**config.mk**
```make
export PLATFORM = sky130hd
export DESIGN_NAME = rpe_rotate
export DESIGN_NICKNAME = d
export VERILOG_FILES = /design/src/rpe_pkg.sv /design/src/rpe_rotate.sv
export SDC_FILE = /design/constraint.sdc
export NUM_CORES = 2
export LEC_CHECK = 0
export ABC_AREA = 1
export BUFFER_PORTS_ARGS = -buffer_cell sky130_fd_sc_hd__buf_2
export CAP_MARGIN = 10
export CORE_ASPECT_RATIO = 1.2
export CORE_MARGIN = 2
export CORE_UTILIZATION = 60
export CTS_BUF_LIST = sky130_fd_sc_hd__clkbuf_2 sky130_fd_sc_hd__clkbuf_4 sky130_fd_sc_hd__clkbuf_8
export CTS_CLUSTER_DIAMETER = 150
export DETAILED_ROUTE_END_ITERATION = 12
export PLACE_DENSITY = 0.77
export SLEW_MARGIN = 0
export SYNTH_ARGS = -nofsm -noshare
export SYNTH_HDL_FRONTEND = slang
export SYNTH_SLANG_ARGS = --single-unit
```
**constraint.sdc**
```tcl
create_clock -name i_clk -period 11.67 [get_ports i_clk]
set_clock_uncertainty 0.2 [all_clocks]
set_input_delay 0.5835 -clock i_clk [delete_from_list [all_inputs] [get_ports i_clk]]
set_output_delay 0.5835 -clock i_clk [all_outputs]
set_load 0.01 [all_outputs]
```
**src/rpe_pkg.sv**
```systemverilog
package rpe_pkg;

    localparam int TABLE_DEPTH_DEF  = 16384;
    localparam int MAX_HALF_DIM_DEF = 128;
    localparam logic [7:0] HALF_DIM_RESET = 8'd64;

    // op codes
    localparam logic OP_WRITE  = 1'b0;
    localparam logic OP_ROTATE = 1'b1;

    typedef struct packed {
        logic               op;
        logic [11:0]        position;
        logic [6:0]         pair_index;
        logic signed [15:0] x_even;
        logic signed [15:0] x_odd;
        logic signed [15:0] sine_in;
        logic signed [15:0] cosine_in;
    } t_in_item;

    typedef struct packed {
        logic signed [15:0] y_even;
        logic signed [15:0] y_odd;
        logic               range_error;
    } t_out_item;

    // load enables of the two rotate stages
    typedef struct packed {
        logic load_mul;
        logic load_out;
    } t_rot_en;

    // round half up at bit 15, shift by 15, saturate to 16 bits
    function automatic logic signed [15:0] round_sat(input logic signed [33:0] sum);
        logic signed [33:0] biased;
        logic signed [18:0] q;
        biased = sum + 34'sd16384;
        q = biased[33:15];
        if (q > 19'sd32767) begin
            return 16'sh7fff;
        end else if (q < -19'sd32768) begin
            return 16'sh8000;
        end else begin
            return q[15:0];
        end
    endfunction

endpackage

```
**src/rpe_rotate.sv**
```systemverilog
module rpe_rotate (
    input  logic                i_clk,
    input  rpe_pkg::t_rot_en    i_en,
    input  logic signed [15:0]  i_x_even,
    input  logic signed [15:0]  i_x_odd,
    input  logic signed [15:0]  i_sin,
    input  logic signed [15:0]  i_cos,
    input  logic                i_zero,
    input  logic                i_range_error,
    output rpe_pkg::t_out_item  o_item
);

    logic signed [31:0] r_p_ec, r_p_os, r_p_es, r_p_oc;
    logic               r_zero, r_range_error;
    rpe_pkg::t_out_item r_item;
    rpe_pkg::t_out_item n_item;

    // four independent products
    always_ff @(posedge i_clk) begin
        if (i_en.load_mul) begin
            r_p_ec        <= i_x_even * i_cos;
            r_p_os        <= i_x_odd * i_sin;
            r_p_es        <= i_x_even * i_sin;
            r_p_oc        <= i_x_odd * i_cos;
            r_zero        <= i_zero;
            r_range_error <= i_range_error;
        end
    end

    always_comb begin
        n_item.range_error = r_range_error;
        if (r_zero) begin
            n_item.y_even = '0;
            n_item.y_odd  = '0;
        end else begin
            n_item.y_even = rpe_pkg::round_sat(34'(r_p_ec) - 34'(r_p_os));
            n_item.y_odd  = rpe_pkg::round_sat(34'(r_p_es) + 34'(r_p_oc));
        end
    end

    always_ff @(posedge i_clk) begin
        if (i_en.load_out) begin
            r_item <= n_item;
        end
    end

    assign o_item = r_item;

endmodule

```
==> metrics <==
max cap viols=0; TritonCTS Buffers=17; reg2reg start=r_p_ec[27]; die area=0.0868 mm^2; hold path depth=0; RSZ-0062 raised after global routing=false; clk sinks=163; Worst Reg-to-Reg Cells=12; die height=322 um; Post-synth EDFFs=163; WL/cell=18.2 um; Crit. End Element=flip-flop; all-layer global routing usage=32.5%; CTS tree=yes; Synth async-reset ratio=0%; Residual DRC=0; Worst-Margin Slew=1.15 ns; FF+latch count, synth=163; H-tree levels=4; die width=269 um; Slew headroom=23.2%; Finished Layout Cells=7327; vias in the first global route=42100; CP Capture Point=r_p_oc[29]; post-route ant nets=0; Final Hold Fails=0; post-synthesis sequential area ratio=9.66%; Worst setup startpoint=i_cos[1]; Synthesized Nets=7821; FF-to-FF End=o_item[31]; total grt overflow=0; syn avg cell area=8.10 um^2; count of cell types in the netlist=43; Final Wtd Congestion=0.990; HP Class=flip-flop to flip-flop; crit start category=input pin; Worst EP required=11.78 ns; Root Driver=clkbuf_8; Clock Path Buffers=2; TNS Setup=0 ns; hpwl dp=107 mm; flop-to-flop setup slack=8.30 ns; Post-Syn Area=0.0507 mm^2; I/O pin count=102; Yosys warnings=0; commonest non-fill, non-tap cell in the layout=inv_1; top post-synthesis cells by area=fa_1 (41%), inv_1 (14%), nand2_1 (12%); port bufs=101; Main synth FF type=edfxtp_1; top cell type's share of synthesized area=41.4%; worst skew pair latency=0.55 ns; Pre-Repair DR Iteration Count=7; dpl ws=4.30 ns; commonest cells after routing, fill and taps aside=inv_1 (1919), nand2_1 (1592), fa_1 (1048); Synth-to-Final Area Change=3.28%; WP data arrival=6.99 ns; # nets final=7757; drt first-iter violations=3392; fmax=145 MHz; crit path kind=input pin to flip-flop; DP Cell Count=7288; # fillers=7238; share of layout cells above drive strength 1=3.02%; pin count of the biggest net entering global routing=68; Pins Over Slew Limit=0; via count=39100; final setup margin=4.79 ns; outcome=finished clean; clock-pin slew on the worst setup and hold paths=0.10 ns; site row count=116; Setup-failing EPs final=0; CORE AREA=0.0835 mm^2; leading area contributor after synthesis=fa_1; Synth Instances=6252; vias per cell=5.33; initial antenna violation count=9; first-pass GRT wire length=220 mm; # hold bufs at CTS=2; Resized cells post-CTS=0; final worst-path cycle share=58.9%; fin crit period=6.88 ns; CP Max Fanout=32; Post-CTS Setup Bufs=0; Starting Density=60.7%; final wirelength=133 mm
kinds of logic (layout without fill, tap and decap cells):
logic type,count (synthesis),in the layout,share of synthesized area [%]
other,0,5,0
buffers and inverters,2124,2073,15.8
AO/OA/AOI/OAI,351,351,4.00
XOR/XNOR,167,167,2.89
adder cells (fa/ha/maj),1500,1500,52.6
AND/OR/NAND/NOR,1947,1947,15.1
flip-flops,163,163,9.66
flip-flops by register name (all words and copies together) (netlist names):
signal / count
o_item: 33
r_p_ec: 32
r_p_es: 32
r_p_oc: 32
r_p_os: 32
r_range_error: 1
r_zero: 1
cell usage after synthesis (33+ instances only):
| cell type | count |
|---|---|
| xnor2_1 | 53 |
| clkbuf_1 | 194 |
| edfxtp_1 | 163 |
| inv_1 | 1919 |
| xor2_1 | 114 |
| o21ai_0 | 68 |
| a21oi_1 | 180 |
| nand3_1 | 68 |
| a21o_1 | 33 |
| nand2_1 | 1592 |
| nor2_1 | 196 |
| fa_1 | 1048 |
| ha_1 | 452 |
layer usage:
layer | GRT usage, % | vias up | wire [um]
li1 | - | 17800 | -
met1 | 42.1 | 19300 | 52700
met2 | 53.0 | 1700 | 61800
met3 | 5.88 | 330 | 11700
met4 | 15.6 | 10 | 7180
met5 | 0 | - | 58
through the flow:
step | util [%] | cell area (um^2) | hold WS, ns
2_1_floorplan | - | 50700 | 0.200
3_3_place_gp | 62.2 | 51900 | 0.204
3_5_place_dp | 62.2 | 51900 | 0.210
4_1_cts | 62.7 | 52300 | 0.232
5_1_grt | 62.7 | 52300 | 0.249
6_report | 62.7 | 52300 | 0.228
worst min-delay path by stage:
stage	slack (ns)	end	startpoint
after CTS	0.23	o_item[0]	r_range_error
after detailed placement	0.21	o_item[0]	r_range_error
after global placement	0.20	o_item[0]	r_range_error
final	0.23	o_item[0]	r_range_error
after global routing	0.25	o_item[0]	r_range_error
after floorplan	0.20	o_item[0]	r_range_error
layout make-up:
class	count	area [um^2]	share of cell area (%)
Tap cell	1121	1400	2.68
Timing Repair Buffer	117	637	1.22
Inverter	1924	7220	13.8
Clock inverter	12	134	0.256
Antenna cell	5	12.5	0.0239
Clock buffer	20	256	0.490
Multi-Input combinational cell	3965	37800	72.2
Sequential cell	163	4890	9.36
critical path: stages:
cell,delay (ns)
buf_2,0.71
nand2_1,0.22
inv_1,0.19
fa_1,0.55
fa_1,1.00
fa_1,0.55
fa_1,0.50
fa_1,0.50
inv_1,0.05
fa_1,0.47
inv_1,0.04
ha_1,0.39
nand2_1,0.08
nor2_1,0.11
inv_1,0.05
nor3_1,0.18
nand2_1,0.08
o211ai_1,0.33
nand2_1,0.09
nand2_1,0.10
nand2_1,0.06
nand2_1,0.06
xor2_1,0.06
Power is not shown: default switching activity piles up to over one toggle a cycle in this logic, so the estimate is an artifact.
